`config.mk`:
```
export PLATFORM = sky130hd
export DESIGN_NAME = idn_label_script_safety_check_flat
export DESIGN_NICKNAME = d
export VERILOG_FILES = /design/src/sv/idnsc_pkg.sv /design/src/sv/idnsc_if.sv /design/src/sv/idn_label_script_safety_check.sv /design/src/flat_wrapper.sv
export SDC_FILE = /design/constraint.sdc
export NUM_CORES = 1
export LEC_CHECK = 0
export BUFFER_PORTS_ARGS = -buffer_cell sky130_fd_sc_hd__buf_4
export CAP_MARGIN = 10
export CELL_PAD_IN_SITES_DETAIL_PLACEMENT = 2
export CELL_PAD_IN_SITES_GLOBAL_PLACEMENT = 2
export CORE_MARGIN = 2
export CORE_UTILIZATION = 41
export DETAILED_ROUTE_END_ITERATION = 10
export PLACE_DENSITY_LB_ADDON = 0.1
export SYNTH_ARGS = -nofsm -noshare
export SYNTH_HDL_FRONTEND = slang
export SYNTH_SLANG_ARGS = --single-unit
```
`constraint.sdc`:
```
create_clock -name clk -period 13.5 [get_ports clk]
set_input_delay 2.7 -clock clk [delete_from_list [all_inputs] [get_ports clk]]
set_output_delay 2.7 -clock clk [all_outputs]
set_load 0.05 [all_outputs]
```
`src/sv/idnsc_pkg.sv`:
```
// Package for the IDN label script safety checker.
// Holds widths of the property fields, fail reasons, the script combination
// table and the registered item type. No dependencies.
package idnsc_pkg;

  localparam int unsigned CP_W     = 21;
  localparam int unsigned SCRIPT_W = 8;
  localparam int unsigned GROUP_W  = 4;
  localparam int unsigned CLASS_W  = 2;
  localparam int unsigned DIGIT_W  = 4;
  localparam int unsigned HAN_W    = 2;
  localparam int unsigned REASON_W = 3;
  localparam int unsigned PROF_W   = 2;
  localparam int unsigned COMBO_W  = 4;

  // Restriction profiles
  localparam logic [PROF_W-1:0] PROF_ASCII    = 2'd0;
  localparam logic [PROF_W-1:0] PROF_MODERATE = 2'd1;
  localparam logic [PROF_W-1:0] PROF_HIGH     = 2'd2;
  localparam logic [PROF_W-1:0] PROF_RESERVED = 2'd3;

  // Identifier restriction classes
  localparam logic [CLASS_W-1:0] XID_RECOMMENDED = 2'd0;
  localparam logic [CLASS_W-1:0] XID_LIMITED     = 2'd1;

  // Script groups
  localparam logic [GROUP_W-1:0] GRP_LATIN     = 4'd7;
  localparam logic [GROUP_W-1:0] GRP_COMMON    = 4'd9;
  localparam logic [GROUP_W-1:0] GRP_INHERITED = 4'd10;

  // Han variants
  localparam logic [HAN_W-1:0] HAN_NONE        = 2'd0;
  localparam logic [HAN_W-1:0] HAN_SIMPLIFIED  = 2'd1;
  localparam logic [HAN_W-1:0] HAN_TRADITIONAL = 2'd2;

  // Fail reasons
  localparam logic [REASON_W-1:0] FAIL_NONE     = 3'd0;
  localparam logic [REASON_W-1:0] FAIL_ASCII    = 3'd1;
  localparam logic [REASON_W-1:0] FAIL_XID      = 3'd2;
  localparam logic [REASON_W-1:0] FAIL_SCRIPT   = 3'd3;
  localparam logic [REASON_W-1:0] FAIL_NUMBERS  = 3'd4;
  localparam logic [REASON_W-1:0] FAIL_MARK     = 3'd5;
  localparam logic [REASON_W-1:0] FAIL_HAN      = 3'd6;

  // Combination states: single scripts 0..8, then jpan, chna, kore, hnlt, fail
  localparam logic [COMBO_W-1:0] ST_BOPO  = 4'd0;
  localparam logic [COMBO_W-1:0] ST_CYRL  = 4'd1;
  localparam logic [COMBO_W-1:0] ST_GREK  = 4'd2;
  localparam logic [COMBO_W-1:0] ST_HANG  = 4'd3;
  localparam logic [COMBO_W-1:0] ST_HANI  = 4'd4;
  localparam logic [COMBO_W-1:0] ST_HIRA  = 4'd5;
  localparam logic [COMBO_W-1:0] ST_KANA  = 4'd6;
  localparam logic [COMBO_W-1:0] ST_LATN  = 4'd7;
  localparam logic [COMBO_W-1:0] ST_OTHER = 4'd8;
  localparam logic [COMBO_W-1:0] ST_JPAN  = 4'd9;
  localparam logic [COMBO_W-1:0] ST_CHNA  = 4'd10;
  localparam logic [COMBO_W-1:0] ST_KORE  = 4'd11;
  localparam logic [COMBO_W-1:0] ST_HNLT  = 4'd12;
  localparam logic [COMBO_W-1:0] ST_FAIL  = 4'd13;
  localparam logic [COMBO_W-1:0] COL_OTHER = 4'd8;

  localparam int unsigned COMBO_ROWS = 13;
  localparam int unsigned COMBO_COLS = 9;

  localparam logic [COMBO_W-1:0] COMBO_TABLE [COMBO_ROWS][COMBO_COLS] = '{
    '{ST_BOPO, ST_FAIL, ST_FAIL, ST_FAIL, ST_CHNA, ST_FAIL, ST_FAIL, ST_CHNA, ST_FAIL},
    '{ST_FAIL, ST_CYRL, ST_FAIL, ST_FAIL, ST_FAIL, ST_FAIL, ST_FAIL, ST_FAIL, ST_FAIL},
    '{ST_FAIL, ST_FAIL, ST_GREK, ST_FAIL, ST_FAIL, ST_FAIL, ST_FAIL, ST_FAIL, ST_FAIL},
    '{ST_FAIL, ST_FAIL, ST_FAIL, ST_HANG, ST_KORE, ST_FAIL, ST_FAIL, ST_KORE, ST_FAIL},
    '{ST_CHNA, ST_FAIL, ST_FAIL, ST_KORE, ST_HANI, ST_JPAN, ST_JPAN, ST_HNLT, ST_FAIL},
    '{ST_FAIL, ST_FAIL, ST_FAIL, ST_FAIL, ST_JPAN, ST_HIRA, ST_JPAN, ST_JPAN, ST_FAIL},
    '{ST_FAIL, ST_FAIL, ST_FAIL, ST_FAIL, ST_JPAN, ST_JPAN, ST_KANA, ST_JPAN, ST_FAIL},
    '{ST_CHNA, ST_FAIL, ST_FAIL, ST_KORE, ST_HNLT, ST_JPAN, ST_JPAN, ST_LATN, ST_OTHER},
    '{ST_FAIL, ST_FAIL, ST_FAIL, ST_FAIL, ST_FAIL, ST_FAIL, ST_FAIL, ST_OTHER, ST_FAIL},
    '{ST_FAIL, ST_FAIL, ST_FAIL, ST_FAIL, ST_JPAN, ST_JPAN, ST_JPAN, ST_JPAN, ST_FAIL},
    '{ST_CHNA, ST_FAIL, ST_FAIL, ST_FAIL, ST_CHNA, ST_FAIL, ST_FAIL, ST_CHNA, ST_FAIL},
    '{ST_FAIL, ST_FAIL, ST_FAIL, ST_KORE, ST_KORE, ST_FAIL, ST_FAIL, ST_KORE, ST_FAIL},
    '{ST_CHNA, ST_FAIL, ST_FAIL, ST_KORE, ST_HNLT, ST_JPAN, ST_JPAN, ST_HNLT, ST_FAIL}
  };

  // Next combination state; the fail state and anything beyond, or a column beyond other, stay failed
  function automatic logic [COMBO_W-1:0] combo_step(input logic [COMBO_W-1:0] st,
                                                    input logic [COMBO_W-1:0] col);
    logic [COMBO_W-1:0] res;
    begin
      if (st < ST_FAIL && col <= COL_OTHER) begin
        res = COMBO_TABLE[st][col];
      end else begin
        res = ST_FAIL;
      end
      return res;
    end
  endfunction

  typedef struct packed {
    logic [CP_W-1:0]     code_point;
    logic [SCRIPT_W-1:0] script_code;
    logic [GROUP_W-1:0]  script_group;
    logic [CLASS_W-1:0]  xid_class;
    logic                exempt_script;
    logic                is_decimal_digit;
    logic [DIGIT_W-1:0]  digit_value;
    logic                is_nonspacing_mark;
    logic [HAN_W-1:0]    han_variant;
    logic                first_in_label;
    logic                last_in_label;
  } item_t;

endpackage

```
`src/sv/idnsc_if.sv`:
```
// Channel interfaces of the IDN label script safety checker: characters in,
// verdicts out, profile writes. Depend on idnsc_pkg for field widths.
interface idnsc_item_if import idnsc_pkg::*; ();
  logic                valid;
  logic                ready;
  logic [CP_W-1:0]     code_point;
  logic [SCRIPT_W-1:0] script_code;
  logic [GROUP_W-1:0]  script_group;
  logic [CLASS_W-1:0]  xid_class;
  logic                exempt_script;
  logic                is_decimal_digit;
  logic [DIGIT_W-1:0]  digit_value;
  logic                is_nonspacing_mark;
  logic [HAN_W-1:0]    han_variant;
  logic                first_in_label;
  logic                last_in_label;

  modport source (
    output valid, code_point, script_code, script_group, xid_class, exempt_script,
           is_decimal_digit, digit_value, is_nonspacing_mark, han_variant,
           first_in_label, last_in_label,
    input  ready
  );
  modport sink (
    input  valid, code_point, script_code, script_group, xid_class, exempt_script,
           is_decimal_digit, digit_value, is_nonspacing_mark, han_variant,
           first_in_label, last_in_label,
    output ready
  );
endinterface

interface idnsc_verdict_if import idnsc_pkg::*; ();
  logic                valid;
  logic                ready;
  logic                label_safe;
  logic [REASON_W-1:0] fail_reason;

  modport source (output valid, label_safe, fail_reason, input ready);
  modport sink (input valid, label_safe, fail_reason, output ready);
endinterface

interface idnsc_cfg_if import idnsc_pkg::*; ();
  logic              valid;
  logic              ready;
  logic [PROF_W-1:0] profile_sel;

  modport source (output valid, profile_sel, input ready);
  modport sink (input valid, profile_sel, output ready);
endinterface

```
`src/sv/idn_label_script_safety_check.sv`:
```
// IDN label script safety checker, top level.
// Depends on idnsc_pkg and the channel interfaces in idnsc_if.sv.
//
// Usage:
//   items    : one request per character of a label, with its looked-up Unicode
//              properties. first_in_label starts a fresh label, last_in_label
//              asks for the verdict.
//   verdicts : one request per label, issued for the character that carries
//              last_in_label: label_safe and fail_reason.
//   cfg      : writes profile_sel; always ready. Write it only while
//              no label is in flight.
// Timing: a character is registered on acceptance and checked in the next
//   cycle; its verdict is loaded into the output register once it advances,
//   which raises verdicts.valid. One character per cycle is sustained unless a
//   last_in_label character waits for the verdict slot: every check is a table
//   lookup or a compare in the one combinational stage between input and output registers.
// Reset (rst, synchronous): clears the profile to ascii only, the label state
//   and both valid flags.
// Stall: a pending verdict holds in the output register; characters that
//   carry no verdict keep flowing. Only a character with last_in_label waits
//   in the input register until the verdict slot frees, and then items.ready
//   drops for as long as it waits.
module idn_label_script_safety_check import idnsc_pkg::*; (
  input  logic            clk,
  input  logic            rst,
  idnsc_cfg_if.sink       cfg,
  idnsc_item_if.sink      items,
  idnsc_verdict_if.source verdicts
);

  // Configuration
  logic [PROF_W-1:0] profile;

  // Input register
  logic  stage_vld;
  item_t stage;
  item_t item_in;

  // Label state
  logic [REASON_W-1:0] fail_code;
  logic                last_script_valid;
  logic [SCRIPT_W-1:0] last_script;
  logic                combo_valid;
  logic [COMBO_W-1:0]  combo_state;
  logic [CP_W-1:0]     saved_zero_digit;
  logic [CP_W-1:0]     previous_code_point;
  logic [HAN_W-1:0]    saved_han;

  // Output register
  logic                out_vld;
  logic                out_safe;
  logic [REASON_W-1:0] out_reason;

  // Effective state seen by the character in the input register
  logic [REASON_W-1:0] e_fail;
  logic                e_lsv;
  logic [SCRIPT_W-1:0] e_ls;
  logic                e_cv;
  logic [COMBO_W-1:0]  e_cs;
  logic [CP_W-1:0]     e_zero;
  logic [CP_W-1:0]     e_prev;
  logic [HAN_W-1:0]    e_han;

  logic                advance;
  logic                load_out;
  logic                prof_ascii;
  logic                xid_bad;
  logic                script_new;
  logic [COMBO_W-1:0]  col;
  logic [COMBO_W-1:0]  combo_nx;
  logic                combo_bad;
  logic [CP_W-1:0]     zero_cp;
  logic                dig_bad;
  logic                nsm_bad;
  logic                han_known;
  logic                han_bad;
  logic [REASON_W-1:0] check_reason;
  logic [REASON_W-1:0] fail_next;
  logic                pass;

  assign cfg.ready = 1'b1;

  always_comb begin
    item_in.code_point         = items.code_point;
    item_in.script_code        = items.script_code;
    item_in.script_group       = items.script_group;
    item_in.xid_class          = items.xid_class;
    item_in.exempt_script      = items.exempt_script;
    item_in.is_decimal_digit   = items.is_decimal_digit;
    item_in.digit_value        = items.digit_value;
    item_in.is_nonspacing_mark = items.is_nonspacing_mark;
    item_in.han_variant        = items.han_variant;
    item_in.first_in_label     = items.first_in_label;
    item_in.last_in_label      = items.last_in_label;
  end

  // Only a verdict-bearing character needs the output slot
  assign advance  = stage_vld && (!stage.last_in_label || !out_vld || verdicts.ready);
  assign load_out = advance && stage.last_in_label;
  assign items.ready = !stage_vld || advance;

  // A first character sees cleared label state
  always_comb begin
    if (stage.first_in_label) begin
      e_fail = FAIL_NONE;
      e_lsv  = 1'b0;
      e_ls   = '0;
      e_cv   = 1'b0;
      e_cs   = '0;
      e_zero = '0;
      e_prev = '0;
      e_han  = HAN_NONE;
    end else begin
      e_fail = fail_code;
      e_lsv  = last_script_valid;
      e_ls   = last_script;
      e_cv   = combo_valid;
      e_cs   = combo_state;
      e_zero = saved_zero_digit;
      e_prev = previous_code_point;
      e_han  = saved_han;
    end
  end

  // Character checks
  always_comb begin
    prof_ascii = (profile == PROF_ASCII) || (profile == PROF_RESERVED);
    xid_bad    = (stage.xid_class != XID_RECOMMENDED) &&
                 !((stage.xid_class == XID_LIMITED) && stage.exempt_script);

    // Common and inherited characters, and repeats of the last script, skip
    // the combination step
    script_new = (stage.script_group != GRP_COMMON) &&
                 (stage.script_group != GRP_INHERITED) &&
                 !(e_lsv && (stage.script_code == e_ls));
    col        = (stage.script_group <= GRP_LATIN) ? stage.script_group : COL_OTHER;
    combo_nx   = e_cv ? combo_step(e_cs, col) : col;
    combo_bad  = script_new && e_cv &&
                 ((combo_nx == ST_FAIL) || ((combo_nx == ST_OTHER) && (profile == PROF_HIGH)));

    // Zero of the digit's numbering system; zero saved means none yet
    zero_cp = stage.code_point - {{(CP_W-DIGIT_W){1'b0}}, stage.digit_value};
    dig_bad = stage.is_decimal_digit && (e_zero != '0) && (zero_cp != e_zero);

    nsm_bad = (e_prev != '0) && (e_prev == stage.code_point) && stage.is_nonspacing_mark;

    han_known = (stage.han_variant == HAN_SIMPLIFIED) ||
                (stage.han_variant == HAN_TRADITIONAL);
    han_bad   = han_known && (e_han != HAN_NONE) && (stage.han_variant != e_han);

    if (prof_ascii) begin
      check_reason = FAIL_ASCII;
    end else if (xid_bad) begin
      check_reason = FAIL_XID;
    end else if (combo_bad) begin
      check_reason = FAIL_SCRIPT;
    end else if (dig_bad) begin
      check_reason = FAIL_NUMBERS;
    end else if (nsm_bad) begin
      check_reason = FAIL_MARK;
    end else if (han_bad) begin
      check_reason = FAIL_HAN;
    end else begin
      check_reason = FAIL_NONE;
    end

    // Latch the first failure; later characters of the label are ignored
    fail_next = (e_fail != FAIL_NONE) ? e_fail : check_reason;
    pass      = (e_fail == FAIL_NONE) && (check_reason == FAIL_NONE);
  end

  // Profile register
  always_ff @(posedge clk) begin
    if (rst) begin
      profile <= PROF_ASCII;
    end else if (cfg.valid) begin
      profile <= cfg.profile_sel;
    end
  end

  // Input register
  always_ff @(posedge clk) begin
    if (rst) begin
      stage_vld <= 1'b0;
    end else if (items.ready) begin
      stage_vld <= items.valid;
    end
  end

  always_ff @(posedge clk) begin
    if (items.ready && items.valid) begin
      stage <= item_in;
    end
  end

  // Label state: on a pass take the updates, otherwise keep the effective
  // values so a first character still clears
  always_ff @(posedge clk) begin
    if (rst) begin
      fail_code           <= FAIL_NONE;
      last_script_valid   <= 1'b0;
      last_script         <= '0;
      combo_valid         <= 1'b0;
      combo_state         <= '0;
      saved_zero_digit    <= '0;
      previous_code_point <= '0;
      saved_han           <= HAN_NONE;
    end else if (advance) begin
      fail_code           <= fail_next;
      last_script_valid   <= e_lsv;
      last_script         <= e_ls;
      combo_valid         <= e_cv;
      combo_state         <= e_cs;
      saved_zero_digit    <= e_zero;
      previous_code_point <= e_prev;
      saved_han           <= e_han;
      if (pass) begin
        if (script_new) begin
          last_script_valid <= 1'b1;
          last_script       <= stage.script_code;
          combo_valid       <= 1'b1;
          combo_state       <= combo_nx;
        end
        if (stage.is_decimal_digit && (e_zero == '0)) begin
          saved_zero_digit <= zero_cp;
        end
        if (han_known && (e_han == HAN_NONE)) begin
          saved_han <= stage.han_variant;
        end
        previous_code_point <= stage.code_point;
      end
    end
  end

  // Output register
  always_ff @(posedge clk) begin
    if (rst) begin
      out_vld <= 1'b0;
    end else if (load_out) begin
      out_vld <= 1'b1;
    end else if (verdicts.ready) begin
      out_vld <= 1'b0;
    end
  end

  always_ff @(posedge clk) begin
    if (load_out) begin
      out_safe   <= (fail_next == FAIL_NONE);
      out_reason <= fail_next;
    end
  end

  assign verdicts.valid       = out_vld;
  assign verdicts.label_safe  = out_safe;
  assign verdicts.fail_reason = out_reason;

  // A latched failure survives every later character of its label
  a_fail_sticky : assert property (@(posedge clk) disable iff (rst)
    (advance && !stage.first_in_label && (fail_code != FAIL_NONE))
      |=> (fail_code == $past(fail_code)))
    else $error("latched failure changed within a label");

  // A verdict-bearing character always lands in the output register
  a_verdict_loaded : assert property (@(posedge clk) disable iff (rst)
    load_out |=> (out_vld && (out_reason == $past(fail_next))))
    else $error("verdict not loaded");

  // A character held in the input register is never dropped
  a_stage_held : assert property (@(posedge clk) disable iff (rst)
    (stage_vld && !advance) |=> (stage_vld && $stable(stage)))
    else $error("pending character lost");

endmodule
```
`src/flat_wrapper.sv`:
```
// flat-port wrapper written by rule: the top's interface ports become plain ports
module idn_label_script_safety_check_flat import idnsc_pkg::*;
  (clk, rst, cfg_valid, cfg_profile_sel, cfg_ready, items_valid, items_code_point, items_script_code, items_script_group, items_xid_class, items_exempt_script, items_is_decimal_digit, items_digit_value, items_is_nonspacing_mark, items_han_variant, items_first_in_label, items_last_in_label, items_ready, verdicts_valid, verdicts_label_safe, verdicts_fail_reason, verdicts_ready);
  idnsc_cfg_if cfg_i ();
  idnsc_item_if items_i ();
  idnsc_verdict_if verdicts_i ();
  input  logic clk;
  input  logic rst;
  input wire logic [$bits(cfg_i.valid)-1:0] cfg_valid;
  input wire logic [$bits(cfg_i.profile_sel)-1:0] cfg_profile_sel;
  output wire logic [$bits(cfg_i.ready)-1:0] cfg_ready;
  input wire logic [$bits(items_i.valid)-1:0] items_valid;
  input wire logic [$bits(items_i.code_point)-1:0] items_code_point;
  input wire logic [$bits(items_i.script_code)-1:0] items_script_code;
  input wire logic [$bits(items_i.script_group)-1:0] items_script_group;
  input wire logic [$bits(items_i.xid_class)-1:0] items_xid_class;
  input wire logic [$bits(items_i.exempt_script)-1:0] items_exempt_script;
  input wire logic [$bits(items_i.is_decimal_digit)-1:0] items_is_decimal_digit;
  input wire logic [$bits(items_i.digit_value)-1:0] items_digit_value;
  input wire logic [$bits(items_i.is_nonspacing_mark)-1:0] items_is_nonspacing_mark;
  input wire logic [$bits(items_i.han_variant)-1:0] items_han_variant;
  input wire logic [$bits(items_i.first_in_label)-1:0] items_first_in_label;
  input wire logic [$bits(items_i.last_in_label)-1:0] items_last_in_label;
  output wire logic [$bits(items_i.ready)-1:0] items_ready;
  output wire logic [$bits(verdicts_i.valid)-1:0] verdicts_valid;
  output wire logic [$bits(verdicts_i.label_safe)-1:0] verdicts_label_safe;
  output wire logic [$bits(verdicts_i.fail_reason)-1:0] verdicts_fail_reason;
  input wire logic [$bits(verdicts_i.ready)-1:0] verdicts_ready;
  assign cfg_i.valid = cfg_valid;
  assign cfg_i.profile_sel = cfg_profile_sel;
  assign cfg_ready = cfg_i.ready;
  assign items_i.valid = items_valid;
  assign items_i.code_point = items_code_point;
  assign items_i.script_code = items_script_code;
  assign items_i.script_group = items_script_group;
  assign items_i.xid_class = items_xid_class;
  assign items_i.exempt_script = items_exempt_script;
  assign items_i.is_decimal_digit = items_is_decimal_digit;
  assign items_i.digit_value = items_digit_value;
  assign items_i.is_nonspacing_mark = items_is_nonspacing_mark;
  assign items_i.han_variant = items_han_variant;
  assign items_i.first_in_label = items_first_in_label;
  assign items_i.last_in_label = items_last_in_label;
  assign items_ready = items_i.ready;
  assign verdicts_valid = verdicts_i.valid;
  assign verdicts_label_safe = verdicts_i.label_safe;
  assign verdicts_fail_reason = verdicts_i.fail_reason;
  assign verdicts_i.ready = verdicts_ready;
  idn_label_script_safety_check u_core (.clk(clk), .rst(rst), .cfg(cfg_i), .items(items_i), .verdicts(verdicts_i));
endmodule
```
# Yosys cells after proc, flatten, opt, wreduce, memory -nomap -nowiden
# Memory sizes are Yosys's and may differ from the RTL's.
# Index checks and enable logic that the tools add are counted.
word_totals:
  ff_bits: 115
  mem_bits_ro: 576
  inputBits: 53
  wordCells: 128
  mem_count: 1
classes:
  add_sub_neg: 1
  magnitude_cmp: 5
  eq_ne: 13
  n_mux: 38
  bitwise_logic: 2
  n_reduce_logical: 44
mem_list:
  columns: ["name", "words", "width", "read_ports", "rd_ports_with_merged_regs", "wr", "line_no", "rtl"]
  rows:
  - ["(no name shown)", 16, 36, 1, 0, 0, "idnsc_pkg.sv:87", "res = COMBO_TABLE[st][col];"]
ops:
  columns: ["cell", "n"]
  rows:
  - ["$mux 21", 5]
  - ["$mux 36", 2]
  - ["$reduce_bool 21->1", 2]
  - ["$mux 4", 8]
  - ["$mux 3", 8]
  - ["$mux 8", 3]
  - ["$eq 21x21->1", 1]
  - ["$logic_and 1x1->1", 21]
  - ["$logic_not 21->1", 1]
  - ["$ne 21x21->1", 1]
  - ["$sub 21x4->21", 1]
  - ["$bmux 4 s4", 1]
  - ["$ge 5x5->1 const B", 2]
  - ["$not 4->5", 2]
  - ["$logic_not 3->1", 3]
  - ["$eq 4x4->1 const B", 2]
  - ["$eq 8x8->1", 1]
  - ["$mux 1", 8]
  - ["$ne 4x4->1 const B", 2]
  - ["$eq 2x2->1 const B", 3]
  - ["$logic_or 1x1->1", 6]
  - ["$mux 2", 3]
  - ["$reduce_bool 2->1", 3]
  - ["$logic_not 1->1", 5]
  - ["7 further kinds", 9]

# Logic depth before layout (Yosys ltp)
depth:
  word_depth: 20
  mapped_depth: 20
  mapped_depth_nobuf: 14

# Worst setup path before layout
# Ideal clock, no wire load.
synth_path:
  kind: "input -> output"
  start: "input port verdicts_ready"
  end: "output port items_ready"
  arrival_time_ns: 3.332
  t_required_ns: 10.800
  setup_slack_ns: 7.468
  path_stages: 2
  path_cell_list: "nor2b_1 nand3_1"
synth_between:
  elab_chain_cells: 3
synth_rtl:
  columns: ["element", "line_no", "rtl"]
  rows:
  - ["start: declaration", "flat_wrapper.sv:28", "input wire logic [$bits(verdicts_i.ready)-1:0] verdicts_ready;"]
  - ["$logic_or 1x1->1", "idn_label_script_safety_check.sv:98", "assign advance = stage_vld && (!stage.last_in_label || !out_vld || verdicts.ready);"]
  - ["$logic_and 1x1->1", "idn_label_script_safety_check.sv:98", null]
  - ["$logic_or 1x1->1", "idn_label_script_safety_check.sv:100", "assign items.ready = !stage_vld || advance;"]
  - ["end: declaration", "flat_wrapper.sv:24", "output wire logic [$bits(items_i.ready)-1:0] items_ready;"]
# Every way passes these cells.

# Worst setup path after layout
# Ends and elaborated chain as after synthesis.

==> impl_metrics.json <==
{
  "status": "finished, final reports clean",
  "critPathKind": "input pin to primary output",
  "synth_seq_cells": 115,
  "met1Wirelength_um": 9810,
  "seqCellArea_sq_um": 2800,
  "clock_sinks": 115,
  "die_w_um": 132,
  "routed_via_density": 6.16,
  "period_share_pct": 46.1,
  "place_ws_ns": 7.27,
  "synth_cell_types": 85,
  "setup_viol": 0,
  "max_freq_ghz": 0.161,
  "arrival_ns": 3.52,
  "nFillCells": 1687,
  "worstPathMaxFanout": 4,
  "grt_max_degree": 59,
  "dr.pass1.iters": 5,
  "dieArea_sq_um": 17500,
  "ctsHoldBuffers": 0,
  "crit_chain": "buf_4 -> nor2b_1 -> nand3_1 -> buf_4",
  "cts_resized": 0,
  "antenna_found_initial": 0,
  "vias": 5917,
  "synth_enable_flop_cells": 50,
  "startpoint": "verdicts_ready",
  "syn-num-nets": 764,
  "wl_per_cell_um": 22.9,
  "core_area_sq_um": 16000,
  "gr-total-overflow": 0,
  "port_buffers": 58,
  "yosysTopAreaCellShare_pct": 22.3,
  "dp_cells": 928,
  "crit_family": "simple AND/OR/NAND/NOR gates",
  "final_cell_area_sq_um": 7890,
  "startpoint_type": "input pin",
  "fp.dieH_um": 132,
  "yosys-top-cells-area": "edfxtp_1, dfxtp_1, a32o_1",
  "hold_viol_final": 0,
  "crit_top_cell": "buf_4",
  "yosys.area.top_type": "edfxtp_1",
  "h-tree-depth": 4,
  "skew_ns": 0.00999,
  "ys_warn_count": 0,
  "worstMarginPinSlew_ns": 1.11,
  "drive_above_1_share_pct": 16.3,
  "critical-path-max-stage-delay_ns": 0.32,
  "diodes": 0,
  "clockBufferDepth": 2,
  "multiInputGateArea_sq_um": 3620,
  "p_leak_nw": 2.87,
  "ir_worst_vdd_mv": 0.107,
  "wl_met3_um": 692,
  "io-pin-count": 60,
  "std_cell_rows": 46,
  "layout_common_cells": "nand2_1, buf_4, dfxtp_1",
  "critPathRequiredTime_ns": 10.80,
  "routabilityCongestion": 0.872,
  "hold_path_class": "flip-flop to flip-flop",
  "drv_slew": 0,
  "grt_pass1_wl_um": 35700,
  "layout_min_cycle_time_ns": 6.22,
  "cts_tree": "done",
  "syn_area_sq_um": 6740,
  "fin_tns_setup_ns": 0,
  "placedInstanceArea_sq_um": 7310,
  "final_nets": 798,
  "post_cts_buffers": 0,
  "synth_top_flop_cell": "dfxtp_1",
  "cpMaxStageDelayCell": "nor2b_1",
  "grt_usage_pct": 25.9,
  "drtIter0Drc": 329,
  "async_reset_ff_share_pct": 0,
  "antenna_left": 0,
  "routed-wl-met2_um": 11300,
  "grt_pass1_vias": 6444,
  "worst_skew_pair.late_latency_ns": 0.42,
  "maxCapViolCount": 0,
  "syn_to_final_growth_pct": 17.1,
  "fin_cells": 960,
  "hp-start": "u_core.last_script[5]",
  "dp_hpwl_um": 15300,
  "highest_layer": "met4",
  "rsz0062_at_grt": "no",
  "whs_ns": 0.471,
  "clk_pin_slew_worst_paths_ns": 0.06,
  "wl_um": 22000,
  "endpoint_kind": "primary output",
  "seq_area_frac_synth_pct": 41.6,
  "powerDensity_nw_per_um2": 119,
  "root_buffer": "clkbuf_16",
  "setup_ws_ns": 7.28,
  "synth_cells": 697,
  "reg2reg_from": "u_core.stage[1]",
  "worst-path-buf-inv": 2,
  "avgSynthCellArea_sq_um": 9.67,
  "start_util_pct": 42.1,
  "post-route-drc-count": 0,
  "cts_buffers": 17,
  "relSlewSlack_pct": 25.6
}
==> layer usage <==
layer  track usage, %  up-vias
met5                0        -
met4             6.57        0
met3             4.38       19
met1             33.3     3079
li1                 -     2711
met2             45.1      108
==> cell usage after synthesis (4+ instances only) <==
master / count
a21oi_1: 16
a32o_1: 34
o32ai_1: 6
or2_2: 6
nand2b_1: 15
ha_1: 13
nand4_1: 4
nand3b_1: 6
edfxtp_1: 50
nand2_1: 65
o22ai_1: 7
a31oi_1: 10
a22o_1: 5
mux2i_1: 24
o21a_1: 4
o211ai_1: 7
o31ai_1: 6
a22oi_1: 4
nor3_1: 13
nor4bb_1: 8
a311oi_1: 4
nor2_1: 51
a211oi_1: 6
buf_1: 4
nor3b_1: 6
or3_1: 8
o21ai_0: 16
o2111ai_1: 6
nand3_1: 12
nor2b_1: 11
o31a_1: 4
xnor2_1: 21
and3_1: 6
inv_1: 34
xor2_1: 9
and4_1: 4
buf_2: 8
clkbuf_1: 32
dfxtp_1: 65
or4_1: 8
nor4_1: 14
==> worst reg2reg max path: cells and delay by family (launching register included) <==
family	cells	cell delay [ns]
muxes	1	0.34
DFF	1	0.36
AOI/OAI and AO/OA	4	1.19
adders and majority gates	1	0.28
and+or+nand+nor	6	1.33
buffers and inverters	4	2.00
==> area by class of cell <==
class	instances	share of cell area, %
Clock buffer	17	5.39
Clock inverter	15	2.00
Inverter	34	1.62
Multi-Input combinational cell	498	45.9
Sequential cell	115	35.5
Tap cell	216	3.43
Timing Repair Buffer	65	6.18
==> path summary, 6_finish.rpt <==
path	cells after the start	slack (ns)	endpoint
worst min-delay path	1	0.47	u_core.last_script[5]
worst max register to register	16	7.90	u_core.previous_code_point[17]
worst max-delay path	4	7.28	items_ready
worst min register to register	1	0.47	u_core.last_script[5]
==> registers in the layout, indices dropped and copies added, names as in the netlist <==
register                     flops
u_core.combo_valid               1
u_core.saved_zero_digit         21
u_core.last_script_valid         1
u_core.verdicts.valid            1
u_core.combo_state               4
u_core.verdicts.fail_reason      3
u_core.previous_code_point      21
u_core.fail_code                 3
u_core.verdicts.label_safe       1
u_core.stage_vld                 1
u_core.stage                    46
u_core.profile                   2
u_core.last_script               8
u_core.saved_han                 2
==> power by group <==
part | leakage (nW) | internal, mW | switching (mW) | total (mW)
clock network | 0.276 | 0.272 | 0.175 | 0.447
logic | 1.59 | 0.0396 | 0.0606 | 0.100
registers | 1.01 | 0.376 | 0.0166 | 0.393
total | 2.87 | 0.688 | 0.252 | 0.940
==> through the flow <==
step	power (mW)	util (%)
2_1_floorplan	0.457	-
3_3_place_gp	0.490	45.7
3_5_place_dp	0.498	45.7
4_1_cts	0.947	49.3
5_1_grt	0.973	49.3
6_report	0.940	49.3
==> cells by family after synthesis <==
family	synth area share [%]
fa+ha+maj	2.71
compound gates	19.7
simple gates	21.4
flops	41.6
other cells	0.0556
mux	4.07
xor+xnor	5.25
buf+inv	5.29
(Power assumes the default switching activity.)
